### config.mk
export PLATFORM = sky130hd
export DESIGN_NAME = layer_priority_mixer_unit
export DESIGN_NICKNAME = d
export VERILOG_FILES = /design/src/rtl/lpm_pkg.sv /design/src/rtl/layer_priority_mixer_unit.sv /design/src/rtl/lpm_order_stage.sv /design/src/rtl/lpm_paint.sv
export SDC_FILE = /design/constraint.sdc
export NUM_CORES = 1
export LEC_CHECK = 0
export BUFFER_PORTS_ARGS = -buffer_cell sky130_fd_sc_hd__buf_2
export CORE_UTILIZATION = 54
export DETAILED_ROUTE_END_ITERATION = 7
export PLACE_DENSITY = 0.76
export SKIP_LAST_GASP = 1
export SLEW_MARGIN = 20
export SYNTH_ARGS = -nofsm -noshare
export SYNTH_HDL_FRONTEND = slang
export SYNTH_SLANG_ARGS = --single-unit
### constraint.sdc
create_clock -name i_clk -period 17.5 [get_ports i_clk]
set_input_delay 0.875 -clock i_clk [delete_from_list [all_inputs] [get_ports i_clk]]
set_output_delay 0.875 -clock i_clk [all_outputs]
set_load 0.01 [all_outputs]
### src/rtl/lpm_pkg.sv
`default_nettype none

package lpm_pkg;

    localparam int unsigned ColorW   = 32;
    localparam int unsigned NumLayer = 4;
    localparam int unsigned SelW     = 5;
    localparam int unsigned MaskW    = NumLayer;
    localparam int unsigned LayerW   = 2;
    localparam int unsigned OrderW   = NumLayer * LayerW;
    localparam int unsigned StageNum = NumLayer;

    // Color shown where every layer is transparent
    localparam logic [ColorW-1:0] BgColor = 32'hFF00_0000;

    typedef logic [ColorW-1:0] t_color;
    typedef t_color            t_colors [NumLayer];

    // Draw order build state that rides along with each item
    typedef struct packed {
        logic [SelW-1:0]   sel;
        logic [MaskW-1:0]  mask;
        logic [OrderW-1:0] order;
    } t_ord_ctl;

    // Priority PROM, low nibble of each entry; address = {select[3:0], placed mask}
    localparam logic [3:0] PriProm [256] = '{
        4'h8,4'h9,4'h8,4'hA,4'h0,4'h5,4'h0,4'hF,4'h8,4'h9,4'h8,4'hA,4'h0,4'h5,4'h0,4'hF,
        4'h8,4'h9,4'h8,4'hB,4'h0,4'hD,4'h0,4'hF,4'h8,4'h9,4'h8,4'hA,4'h0,4'h5,4'h0,4'hF,
        4'h8,4'hA,4'h8,4'hA,4'h4,4'h5,4'h0,4'hF,4'h8,4'hA,4'h8,4'hA,4'h4,4'h5,4'h0,4'hF,
        4'h8,4'hA,4'h8,4'hA,4'h4,4'h7,4'hC,4'hF,4'h8,4'hA,4'h8,4'hA,4'h4,4'h5,4'h0,4'hF,
        4'h8,4'hB,4'h8,4'hB,4'hC,4'hF,4'hC,4'hF,4'h8,4'h9,4'h8,4'hA,4'h0,4'h5,4'h0,4'hF,
        4'h8,4'hB,4'h8,4'hB,4'hC,4'hF,4'hC,4'hF,4'h8,4'hA,4'h8,4'hA,4'h4,4'h5,4'h0,4'hF,
        4'hD,4'hD,4'hC,4'hE,4'hD,4'hD,4'hC,4'hF,4'h1,4'h5,4'h0,4'hA,4'h1,4'h5,4'h0,4'hF,
        4'hD,4'hD,4'hC,4'hF,4'hD,4'hD,4'hC,4'hF,4'h1,4'h9,4'h0,4'hA,4'h1,4'h5,4'h0,4'hF,
        4'hD,4'hD,4'hE,4'hE,4'hD,4'hD,4'hC,4'hF,4'h5,4'h5,4'h2,4'hA,4'h5,4'h5,4'h0,4'hF,
        4'hD,4'hD,4'hE,4'hE,4'hD,4'hD,4'hF,4'hF,4'h5,4'h5,4'hA,4'hA,4'h5,4'h5,4'h0,4'hF,
        4'hD,4'hD,4'hF,4'hF,4'hD,4'hD,4'hF,4'hF,4'h9,4'h9,4'h8,4'hA,4'h1,4'h5,4'h0,4'hF,
        4'hD,4'hD,4'hF,4'hF,4'hD,4'hD,4'hF,4'hF,4'h9,4'h9,4'hA,4'hA,4'h5,4'h5,4'h0,4'hF,
        4'hF,4'hF,4'hF,4'hF,4'hF,4'hF,4'hF,4'hF,4'hF,4'hF,4'hF,4'hF,4'hF,4'hF,4'hF,4'hF,
        4'hF,4'hF,4'hF,4'hF,4'hF,4'hF,4'hF,4'hF,4'hF,4'hF,4'hF,4'hF,4'hF,4'hF,4'hF,4'hF,
        4'hF,4'hF,4'hF,4'hF,4'hF,4'hF,4'hF,4'hF,4'hF,4'hF,4'hF,4'hF,4'hF,4'hF,4'hF,4'hF,
        4'hF,4'hF,4'hF,4'hF,4'hF,4'hF,4'hF,4'hF,4'hF,4'hF,4'hF,4'hF,4'hF,4'hF,4'hF,4'hF
    };

endpackage

`default_nettype wire

### src/rtl/layer_priority_mixer_unit.sv
`default_nettype none

// Channel     Dir  Handshake                           Payload
// s_axis      in   i_s_axis_tvalid / o_s_axis_tready   128-bit item: four layer colors
// m_axis      out  o_m_axis_tvalid / i_m_axis_tready   32-bit composited pixel color
// cfg         in   i_cfg_valid / o_cfg_ready           5-bit priority select
//
// One item per clock while m_axis does not stall; four PROM lookup
// stages build the draw order, then one paint stage drives the output register.
// The priority select is sampled as an item enters and travels with it.
// Reset clears all valid bits and sets the priority select to zero.
// A stall on m_axis freezes every stage at once; bubbles are not squeezed out.
module layer_priority_mixer_unit (
    input  wire logic                       i_clk,
    input  wire logic                       i_rst_n,
    input  wire logic                       i_s_axis_tvalid,
    output logic                            o_s_axis_tready,
    // sprite_color, tile_one_color, tile_two_color, tile_three_color
    input  wire logic [4*lpm_pkg::ColorW-1:0] i_s_axis_tdata,
    output logic                            o_m_axis_tvalid,
    input  wire logic                       i_m_axis_tready,
    // pixel_color
    output logic [lpm_pkg::ColorW-1:0]      o_m_axis_tdata,
    input  wire logic                       i_cfg_valid,
    output logic                            o_cfg_ready,
    input  wire logic [lpm_pkg::SelW-1:0]   i_cfg_data
);
    import lpm_pkg::*;

    logic            r_priority_select;
    logic [SelW-1:0] r_sel;
    logic            pipe_en;
    logic            stg_valid  [StageNum+1];
    t_ord_ctl        stg_ctl    [StageNum+1];
    t_colors         stg_colors [StageNum+1];

    // Priority select register
    always_ff @(posedge i_clk) begin
        if (!i_rst_n) begin
            r_sel <= '0;
        end else if (i_cfg_valid) begin
            r_sel <= i_cfg_data;
        end
    end

    // Track that the register has left reset once written or not
    always_ff @(posedge i_clk) begin
        if (!i_rst_n) begin
            r_priority_select <= 1'b0;
        end else if (i_cfg_valid) begin
            r_priority_select <= 1'b1;
        end
    end

    assign o_cfg_ready = 1'b1;

    // Whole pipeline moves when the output register is free or being taken
    assign pipe_en         = !o_m_axis_tvalid || i_m_axis_tready;
    assign o_s_axis_tready = pipe_en;

    // Unpack the item and start an empty order
    assign stg_valid[0] = i_s_axis_tvalid;
    assign stg_ctl[0]   = '{sel: r_sel, mask: '0, order: '0};
    for (genvar k = 0; k < NumLayer; k++) begin : g_unpack
        assign stg_colors[0][k] = i_s_axis_tdata[k*ColorW +: ColorW];
    end

    // Four chained lookups, one per stage
    for (genvar g = 0; g < StageNum; g++) begin : g_order
        lpm_order_stage u_stage (
            .i_clk    (i_clk),
            .i_rst_n  (i_rst_n),
            .i_en     (pipe_en),
            .i_valid  (stg_valid[g]),
            .i_ctl    (stg_ctl[g]),
            .i_colors (stg_colors[g]),
            .o_valid  (stg_valid[g+1]),
            .o_ctl    (stg_ctl[g+1]),
            .o_colors (stg_colors[g+1])
        );
    end

    lpm_paint u_paint (
        .i_clk    (i_clk),
        .i_rst_n  (i_rst_n),
        .i_en     (pipe_en),
        .i_valid  (stg_valid[StageNum]),
        .i_order  (stg_ctl[StageNum].order),
        .i_colors (stg_colors[StageNum]),
        .o_valid  (o_m_axis_tvalid),
        .o_color  (o_m_axis_tdata)
    );

    // After the first lookup exactly one layer is placed
    a_first_mask: assert property (@(posedge i_clk) disable iff (!i_rst_n)
        stg_valid[1] |-> $onehot(stg_ctl[1].mask))
        else $error("first lookup stage mask not one-hot");

    // After the second lookup at most two layers are placed
    a_mask_growth: assert property (@(posedge i_clk) disable iff (!i_rst_n)
        stg_valid[2] |-> ($countones(stg_ctl[2].mask) <= 2))
        else $error("second lookup stage placed too many layers");

    // A frozen pipeline keeps its draw order
    a_stall_hold: assert property (@(posedge i_clk) disable iff (!i_rst_n)
        (!pipe_en && stg_valid[StageNum]) |=> $stable(stg_ctl[StageNum]))
        else $error("draw order changed during stall");

    // Composited color is never zero: background and opaque layers are nonzero
    a_nonzero_out: assert property (@(posedge i_clk) disable iff (!i_rst_n)
        o_m_axis_tvalid |-> (o_m_axis_tdata != '0))
        else $error("composited color is zero");

    // Nothing comes out right after reset
    a_reset_empty: assert property (@(posedge i_clk)
        !i_rst_n |=> !o_m_axis_tvalid)
        else $error("output valid directly after reset");

    // Select is back to zero right after reset
    a_reset_sel: assert property (@(posedge i_clk)
        !i_rst_n |=> (r_sel == '0 && !r_priority_select))
        else $error("priority select not cleared by reset");

endmodule

`default_nettype wire

### src/rtl/lpm_order_stage.sv
`default_nettype none

// One PROM lookup of the draw order build; the item's colors ride along.
module lpm_order_stage (
    input  wire logic             i_clk,
    input  wire logic             i_rst_n,
    input  wire logic             i_en,
    input  wire logic             i_valid,
    input  wire lpm_pkg::t_ord_ctl i_ctl,
    input  wire lpm_pkg::t_colors  i_colors,
    output logic                  o_valid,
    output lpm_pkg::t_ord_ctl     o_ctl,
    output lpm_pkg::t_colors      o_colors
);
    import lpm_pkg::*;

    logic [3:0]        prom_q;
    logic [LayerW-1:0] layer;
    t_ord_ctl          n_ctl;
    logic              r_valid;
    t_ord_ctl          r_ctl;
    t_colors           r_colors;

    // Look up the next layer and add it to the placed mask
    always_comb begin
        prom_q = PriProm[{i_ctl.sel[3:0], i_ctl.mask}];
        layer  = i_ctl.sel[SelW-1] ? prom_q[3:2] : prom_q[1:0];
        n_ctl       = i_ctl;
        n_ctl.mask  = i_ctl.mask | (MaskW'(1) << layer);
        n_ctl.order = {i_ctl.order[OrderW-LayerW-1:0], layer};
    end

    // Advance the valid bit
    always_ff @(posedge i_clk) begin
        if (!i_rst_n) begin
            r_valid <= 1'b0;
        end else if (i_en) begin
            r_valid <= i_valid;
        end
    end

    // Advance the payload
    always_ff @(posedge i_clk) begin
        if (i_en) begin
            r_ctl    <= n_ctl;
            r_colors <= i_colors;
        end
    end

    assign o_valid  = r_valid;
    assign o_ctl    = r_ctl;
    assign o_colors = r_colors;

endmodule

`default_nettype wire

### src/rtl/lpm_paint.sv
`default_nettype none

// Paint the layers in draw order over the background; the last opaque one wins.
module lpm_paint (
    input  wire logic                       i_clk,
    input  wire logic                       i_rst_n,
    input  wire logic                       i_en,
    input  wire logic                       i_valid,
    input  wire logic [lpm_pkg::OrderW-1:0] i_order,
    input  wire lpm_pkg::t_colors           i_colors,
    output logic                            o_valid,
    output logic [lpm_pkg::ColorW-1:0]      o_color
);
    import lpm_pkg::*;

    t_color n_color;
    t_color slot_color [NumLayer];
    logic   r_valid;
    t_color r_color;

    // Slot 0 is painted first, slot 3 last
    always_comb begin
        n_color = BgColor;
        for (int k = 0; k < NumLayer; k++) begin
            slot_color[k] = i_colors[i_order[k*LayerW +: LayerW]];
            if (slot_color[k] != '0) begin
                n_color = slot_color[k];
            end
        end
    end

    // Hold the result until taken
    always_ff @(posedge i_clk) begin
        if (!i_rst_n) begin
            r_valid <= 1'b0;
        end else if (i_en) begin
            r_valid <= i_valid;
        end
    end

    always_ff @(posedge i_clk) begin
        if (i_en) begin
            r_color <= n_color;
        end
    end

    assign o_valid = r_valid;
    assign o_color = r_color;

endmodule

`default_nettype wire
# Word-level counts from Yosys, hierarchy flattened
# Memory sizes are Yosys's and may differ from the RTL's.
# Index checks and enable logic that the tools add are counted.
# word_totals
reg_bits,601
rom_bits,4096
inputBits,138
output_inout_bits,35
wordCells,92
memories,4
# mem_list
memory,depth,word_bits,rd,rd_clocked_by_memory_dff,write_ports,line,source
(name not given),256,4,1,0,0,lpm_order_stage.sv:26,"prom_q = PriProm[{i_ctl.sel[3:0], i_ctl.mask}];"
(name not given),256,4,1,0,0,lpm_order_stage.sv:26,
(name not given),256,4,1,0,0,lpm_order_stage.sv:26,
(name not given),256,4,1,0,0,lpm_order_stage.sv:26,
# op_classes
magnitude_cmp,8
shift,3
n_mux,28
bitwise,10
n_reduce_logical,6
# ops
cell,count
32-bit 2-to-1 mux,12
32-bit binary-select mux with 2-bit select,4
32-bit nonzero test,4
"9-bit >= comparator, second input constant",4
8-bit inverter with 9-bit output,4
4-bit 2-to-1 mux,8
"3-bit >= comparator, second input constant",4
2-bit inverter with 3-bit output,4
"1-bit by 2-bit left shift with 4-bit output, first input constant",3
2-bit 2-to-1 mux,4
4-bit bitwise OR,2
1-bit zero test,1
1-bit logical OR,1

# Longest topological paths before layout
# Gate-level depths: netlist of run 1.
# logic_depth
word_depth,9
mapped_depth,10
mapped_depth_nobuf,8

# Modules after synthesis
# From an unflattened synthesis of run 1, not the netlist that was laid out.
# hier_totals
cells_unflattened,1211
hier_area_um2,24943.9
# by_module_without_submodules
mod,n_inst,cells_each,area_per_inst_um2,seq_area_each_um2
lpm_order_stage (g_order[1].u_stage ...),3,208,4764.6,4374.2
lpm_paint,1,346,5567.8,980.9
lpm_order_stage (g_order[0].u_stage),1,221,4868.4,4374.2
layer_priority_mixer_unit,1,20,214.0,100.1

# Least setup slack after synthesis of run 1
# No wires, ideal clock.
# synth_path
kind,input to register
start,input port i_m_axis_tready
end,"register u_paint.r_valid, in the netlist u_paint.o_valid"
setup_time_ns,0.836
t_arrival_ns,18.487
required_ns,16.664
setup_slack_ns,-1.823
stages,3
n_path_buf,1
cell_sequence,nand2b_1 > clkbuf_1 > a21boi_0
# synth_between
elab_chain_cells,1
# synth_lines
item,line,source
"start, declared",layer_priority_mixer_unit.sv:21,"input wire logic i_m_axis_tready,"
1-bit logical OR,layer_priority_mixer_unit.sv:58,assign pipe_en = !o_m_axis_tvalid || i_m_axis_tready;
via o_s_axis_tready,layer_priority_mixer_unit.sv:17,"output logic o_s_axis_tready,"
"end signal, assigned",lpm_paint.sv:37,r_valid <= i_valid;
"end, declared",lpm_paint.sv:18,logic r_valid;
# The timed path passes the listed nets, and every way through them passes these cells.
# A chain may end at the register's enable or synchronous reset.

# Final worst setup path of run 1
# layout_path
start,"register g_order[3].u_stage.r_ctl, in the netlist g_order[3].u_stage.o_ctl[4]"
end,"register u_paint.r_color[20], in the netlist u_paint.o_color[20] (data pin)"
# layout_between
elab_chain_cells,7
# layout_lines
item,line,source
"start, declared",lpm_order_stage.sv:21,t_ord_ctl r_ctl;
"start signal, assigned",lpm_order_stage.sv:45,r_ctl <= n_ctl;
2-bit inverter with 3-bit output (implied by the code) (*),lpm_paint.sv:25,slot_color[k] = i_colors[i_order[k*LayerW +: LayerW]];
32-bit binary-select mux with 2-bit select (*),lpm_paint.sv:25,
32-bit 2-to-1 mux (implied by the code) (*) (2 in series),lpm_paint.sv:25,
32-bit nonzero test,lpm_paint.sv:26,if (slot_color[k] != '0) begin
32-bit 2-to-1 mux (*) (2 in series),lpm_paint.sv:26,
via u_paint.n_color[20],lpm_paint.sv:16,t_color n_color;
"end signal, assigned",lpm_paint.sv:43,r_color <= n_color;
"end, declared",lpm_paint.sv:19,t_color r_color;
# The timed path passes the listed nets; every way through them passes the cells marked *. The select of a mux whose other input is x is not followed.

==> qor.yml, run 1 <==
run_status:
  status: "finished, final reports clean"
sta:
  slew_viol_final: 0
  fmax_mhz: 244
  rsz0062_at_grt: "no"
  holdWs_ns: 0.406
  slew_headroom_pct: 21.9
  hold_viol: 0
  finalCritPeriodShare_pct: 23.5
  tns_ns: 0
  setup_viol: 0
  tightestPinTransition_ns: 1.16
  period_needed_ns: 4.11
  worst_clock_skew_ns: 0.0388
critical_path:
  crit_fanout: 32
  worst-path-buf-inv: 2
  worstSetupEndpointType: "flip-flop"
  worstPathCellList: "buf_4, mux4_2, nor4_1, nand4_1, or2_1, nor4_4, buf_4, nor2b_1, a211o_1"
  required_ns: 17.99
  crit_path_top_delay_cell: "nor4_4"
  max_stage_delay_ns: 0.90
  critPathTopFamily: "simple AND/OR/NAND/NOR gates"
  crit_type: "reg2reg"
  cp-start-kind: "flip-flop"
  cpMostUsedCell: "buf_4"
  worstPathArrival_ns: 4.60
yosys:
  syn_area_mm2: 0.0232
  yosysMostFrequentCell: "edfxtp_1"
  synth_ff_type: "edfxtp_1"
  yosysWarnings: 0
  yosysSeqAreaShare_pct: 77.3
  synthDistinctLibCells: 56
  synth_async_sr_flop_share_pct: 0
  synth-seq-cells: 601
  synthTopCellsByCount: "edfxtp_1, mux4_2, a21oi_1, clkbuf_1, nor4_1"
  syn_inst: 1117
  synth_area_leaders: "edfxtp_1, mux4_2, nor4_1"
  synth_fp_nets: 1255
  synth_top_cell_by_area: "edfxtp_1"
  synth_top_area_share_pct: 76.5
  synth-edff-count: 591
  synth_area_per_cell_um2: 20.8
global_routing:
  grt_pass1_wl_mm: 64.8
  antenna_found_initial: 0
  grt-ovfl-total: 0
  grt_max_degree: 202
  grt_pass1_vias: 11200
  track_usage_pct: 19.9
floorplanning:
  die_area_mm2: 0.0438
  pin_count: 173
  start_util_pct: 55.1
  die_h_um: 209
  die_w_um: 209
  core_mm2: 0.0421
  fp-row-count: 75
cts:
  cts_tree: "yes"
  cts_sinks: 601
  ctsResizeCount: 0
  hold_buffers: 0
  post_cts_buffers: 0
  root_buffer: "clkbuf_16"
  insertion_delay_ns: 0.62
  cts_buffers: 58
  cts.htree.levels: 2
  clockBufferDepth: 3
  cts.clk_slew.worst_paths_ns: 0.06
finish:
  layout-drive-gt1-share_pct: 30.6
  antenna_cells: 0
  syn_to_final_growth_pct: 14.4
  fin_nets: 1442
  post-route-util_pct: 63.0
hold_path:
  hold_class: "reg2reg"
power:
  seqPwrFrac_pct: 50.9
  ir_drop_v: 0.0000880
  power.internal_mw: 2.65
  power_frac_comb_pct: 13.8
  switchingPower_uw: 839
  clkPwrFrac_pct: 35.3
  p_leak_nw: 9.65
  power_density_mw_per_mm2: 131
  finalPower_mw: 3.49
  switching_share_pct: 24.1
detailed_routing:
  routedWlPerCell_um: 22.5
  drtIter0Drc: 1297
  wirelength_mm: 42.6
  first_pass_iters: 7
  drc: 0
  ant_nets: 0
  via_per_inst: 6.08
  num_vias: 11500
place:
  gp_congestion: 0.921
  io_buffers: 171
  hpwl_mm: 27.4
flow_run:
  maxCapViolCount: 0
-- final cells by class --
cell class,count,area [um^2]
Clock buffer,64,1500
Clock inverter,45,438
Fill cell,2798,15600
Inverter,19,71.3
Multi-Input combinational cell,438,4930
Sequential cell,601,17900
Tap cell,539,674
Timing Repair Buffer,186,993
-- kinds of logic (layout without fill, tap and decap cells) --
logic type	count (synthesis)	in the layout	synth area share, %
AOI/OAI and AO/OA	153	153	4.66
and+or+nand+nor	144	144	3.55
DFF	601	601	77.3
muxes	140	140	13.0
buffers and inverters	78	314	1.49
other	1	1	0.0162
-- sequential cells by signal, summed over array words and instances, names as in the netlist --
name and count:
g_order.u_stage.o_colors 512, g_order.u_stage.o_ctl 47, u_paint.o_color 32, r_sel 5, g_order.u_stage.o_valid 4, u_paint.o_valid 1
-- per-layer routing --
metal	share of wire, %	wire length, um	vias up	GRT usage (%)
met3	8.5	3610	90	4.82
li1	-	-	5082	-
met4	2.9	1250	0	7.25
met1	40	17100	5729	27.4
met2	48	20600	595	31.2
met5	0	0	-	0
-- through the flow --
stage / setup slack, ns / instance area [um^2] / std cells
final: 13.39 / 26600 / 1892
after global routing: 13.08 / 26600 / 1892
after CTS: 13.47 / 26500 / 1892
after detailed placement: 13.51 / 24600 / 1783
after global placement: 13.48 / 24600 / 1783
after floorplan: 7.94 / 23200 / 1117
-- worst reg2reg max path, cell delays in order, from the launching register on --
cell      delay, ns
edfxtp_1       0.32
buf_4          0.52
mux4_2         0.64
nor4_1         0.50
nand4_1        0.13
or2_1          0.35
nor4_4         0.90
buf_4          0.35
nor2b_1        0.15
a211o_1        0.11
-- power groups by stage --
stage	clock [mW]	combinational (mW)	sequential (mW)
after global routing	1.31	0.510	1.78
after detailed placement	0	0.477	1.80
after CTS	1.26	0.478	1.77
after floorplan	0	0.360	1.77
after global placement	0	0.473	1.80
final	1.23	0.481	1.77
-- path summary, 6_finish.rpt --
| path | from | to | slack [ns] | depth (start not counted) |
|---|---|---|---|---|
| max reg2reg | g_order[3].u_stage.o_ctl[4] | u_paint.o_color[20] | 13.39 | 9 |
| max | g_order[3].u_stage.o_ctl[4] | u_paint.o_color[20] | 13.39 | 9 |
| min reg2reg | g_order[2].u_stage.o_colors[57] | g_order[3].u_stage.o_colors[57] | 0.41 | 0 |
| min | g_order[2].u_stage.o_colors[57] | g_order[3].u_stage.o_colors[57] | 0.41 | 0 |
-- placed cells by master (no fill, tap or decap), types with 11 or more instances in the layout --
cell / instances
a21o_1: 24
a21oi_1: 34
a221o_1: 19
buf_2: 171
buf_4: 13
clkbuf_16: 59
clkinv_1: 14
clkinv_2: 11
edfxtp_1: 591
inv_1: 19
mux4_2: 128
nand2_1: 21
nor2_1: 19
nor2b_1: 19
nor4_1: 33
o21ai_0: 24
(Power assumes the default switching activity.)
==> run 2: changes to the inputs <==
--- a/config.mk
+++ b/config.mk
@@ -6,9 +6,9 @@
 export NUM_CORES = 1
 export LEC_CHECK = 0
 export BUFFER_PORTS_ARGS = -buffer_cell sky130_fd_sc_hd__buf_2
-export CORE_UTILIZATION = 54
+export CORE_UTILIZATION = 55
 export DETAILED_ROUTE_END_ITERATION = 7
-export PLACE_DENSITY = 0.76
+export PLACE_DENSITY = 0.74
 export SKIP_LAST_GASP = 1
 export SLEW_MARGIN = 20
 export SYNTH_ARGS = -nofsm -noshare
==> constraint.sdc (replaced) <==
create_clock -name i_clk -period 4.2 [get_ports i_clk]
set_input_delay 0.21 -clock i_clk [delete_from_list [all_inputs] [get_ports i_clk]]
set_output_delay 0.21 -clock i_clk [all_outputs]
set_load 0.01 [all_outputs]
==> run 2 against run 1 <==
  * Register-to-register slack worse by 13 ns
  * First-iteration DRC count is 1.9% lower
  * Design area is 6.1% higher
  * Setup slack worse by 13 ns
  * Via count is 6.0% higher
  * Global-route usage is 2.1 points higher
  * Critical endpoint is now u_paint.o_color[26]
  * Largest cell class unchanged
  * Largest power group unchanged
==> qor.yml, run 2 (synthesized netlist as in run 1, its figures left out) <==
cts:
  insertion_delay_ns: 0.61
  clockBufferDepth: 3
  cts.htree.levels: 2
  root_buffer: "clkbuf_16"
  cts_sinks: 601
  cts.clk_slew.worst_paths_ns: 0.06
  cts_tree: "yes"
  cts_buffers: 57
  post_cts_buffers: 0
critical_path:
  max_stage_delay_ns: 0.81
  cp-start-kind: "flip-flop"
  worstSetupEndpointType: "flip-flop"
  crit_path_top_delay_cell: "edfxtp_1"
  cpMostUsedCell: "buf_4"
  crit_fanout: 17
  crit_type: "reg2reg"
  worstPathCellList: "buf_4, mux4_2, nor4_1, nand4_1, or2_1, nor4_4, buf_4, o221ai_1, nand3b_1"
  required_ns: 4.66
  r2r_cells: 9
  worstPathArrival_ns: 3.81
power:
  p_leak_nw: 10.3
  seqPwrFrac_pct: 51.1
  clkPwrFrac_pct: 34.2
  switchingPower_mw: 3.53
  power.internal_mw: 11.1
  power_density_mw_per_mm2: 519
  power_frac_comb_pct: 14.7
  switching_share_pct: 24.2
  ir_drop_v: 0.000389
hold_path:
  hold_depth: 2
  hold_class: "in2reg"
floorplanning:
  fp-row-count: 74
  pin_count: 173
  start_util_pct: 56.3
  die_w_um: 207
  core_mm2: 0.0412
  die_area_mm2: 0.0430
  die_h_um: 207
sta:
  slew_headroom_pct: 45.6
  hold_viol: 0
  fmax_mhz: 299
  holdWs_ns: 0.305
  period_needed_ns: 3.35
  worst_clock_skew_ns: 0.0106
  finalCritPeriodShare_pct: 79.7
  tightestPinTransition_ns: 0.816
  setup_viol: 0
  tns_ns: 0
  slew_viol_final: 0
  rsz0062_at_grt: "no"
place:
  io_buffers: 171
  place_inst: 1792
  hpwl_mm: 28.7
  gp_congestion: 0.944
detailed_routing:
  wirelength_mm: 46.3
  routedWlPerCell_um: 22.7
  ant_nets: 0
  first_pass_iters: 7
  drc: 0
  drtIter0Drc: 1272
  via_per_inst: 5.97
  num_vias: 12200
finish:
  multiInputGateArea_mm2: 0.00492
  layout-drive-gt1-share_pct: 28.3
  fin_cells: 2042
  layout_common_cells: "edfxtp_1, buf_2, dlygate4sd3_1, mux4_2, clkbuf_16"
  syn_to_final_growth_pct: 21.3
  final.fill_count: 2477
  antenna_cells: 0
  fin_nets: 1602
  mostFrequentLayoutCell: "edfxtp_1"
  largest_reg_flops: 512
  seqCellArea_mm2: 0.0179
run_status:
  status: "finished, final reports clean"
global_routing:
  grt_pass1_vias: 12500
  track_usage_pct: 22.0
  grt_max_degree: 90
  grt-ovfl-total: 0
  grt_pass1_wl_mm: 71.6
  antenna_found_initial: 0
flow_run:
  maxCapViolCount: 0
[run 2: cell types whose count changed in the layout (fill, tap and decap cells not counted), sizes merged]
cell | previous run | this run
dlygate4sd3 | 0 | 145
buf | 186 | 202
clkinv | 31 | 25
clkinvlp | 4 | 7
bufinv | 6 | 5
clkbuf | 64 | 65
inv | 23 | 22
[run 2: per-stage QoR]
step / instance area (um^2) / setup slack, ns / power, mW / utilization [%]
finish: 28200 / 0.853 / 14.6 / 68.3
floorplan: 23200 / 0.773 / 8.85 / -
global route: 28200 / 0.691 / 15.1 / 68.3
CTS: 28200 / 0.922 / 14.7 / 68.3
global placement: 24900 / 0.951 / 9.56 / 60.3
detailed placement: 24900 / 0.959 / 9.60 / 60.3
[run 2: final timing paths]
| check | start | end | slack (ns) |
|---|---|---|---|
| setup / recovery | g_order[3].u_stage.o_ctl[5] | u_paint.o_color[26] | 0.85 |
| hold / removal | i_s_axis_tdata[77] | g_order[0].u_stage.o_colors[45] | 0.31 |
| setup reg to reg | g_order[3].u_stage.o_ctl[5] | u_paint.o_color[26] | 0.85 |
| hold reg to reg | g_order[2].u_stage.o_colors[123] | g_order[3].u_stage.o_colors[123] | 0.41 |
[run 2: what timing repair did]
item                                    4_1_cts  5_1_grt
hold endpoints to repair                    138        0
gates resized for setup                       0        0
hold buffers                                145        0
endpoints found under the setup margin        0        0
[run 2: critical path: cells and delay by family (launching register included)]
kind | cells | cell delay, ns
flip-flops | 1 | 0.81
buffers and inverters | 2 | 0.62
AND/OR/NAND/NOR | 5 | 1.23
AO/OA/AOI/OAI | 1 | 0.16
multiplexers | 1 | 0.35
[run 2: area by class of cell]
cell class,instances,area share [%]
Clock inverter,40,1.32
Timing Repair Buffer,347,9.60
Sequential cell,601,63.7
Tap cell,532,2.36
Clock buffer,65,5.25
Inverter,19,0.253
Multi-Input combinational cell,438,17.5
[run 2: routing by layer]
| metal | routed length [um] | vias up | global-route usage (%) |
|---|---|---|---|
| met5 | 0 | - | 0 |
| met4 | 1080 | 0 | 7.75 |
| met3 | 3270 | 78 | 4.39 |
| met2 | 23100 | 545 | 35.8 |
| met1 | 18800 | 6161 | 29.9 |
| li1 | - | 5403 | - |
[run 2: power by group through the flow]
stage | logic [mW] | registers (mW) | clock network (mW)
final | 2.15 | 7.47 | 5.00
after global routing | 2.27 | 7.52 | 5.34
after CTS | 2.13 | 7.46 | 5.10
after detailed placement | 2.02 | 7.58 | 0
after global placement | 1.99 | 7.56 | 0
after floorplan | 1.50 | 7.35 | 0
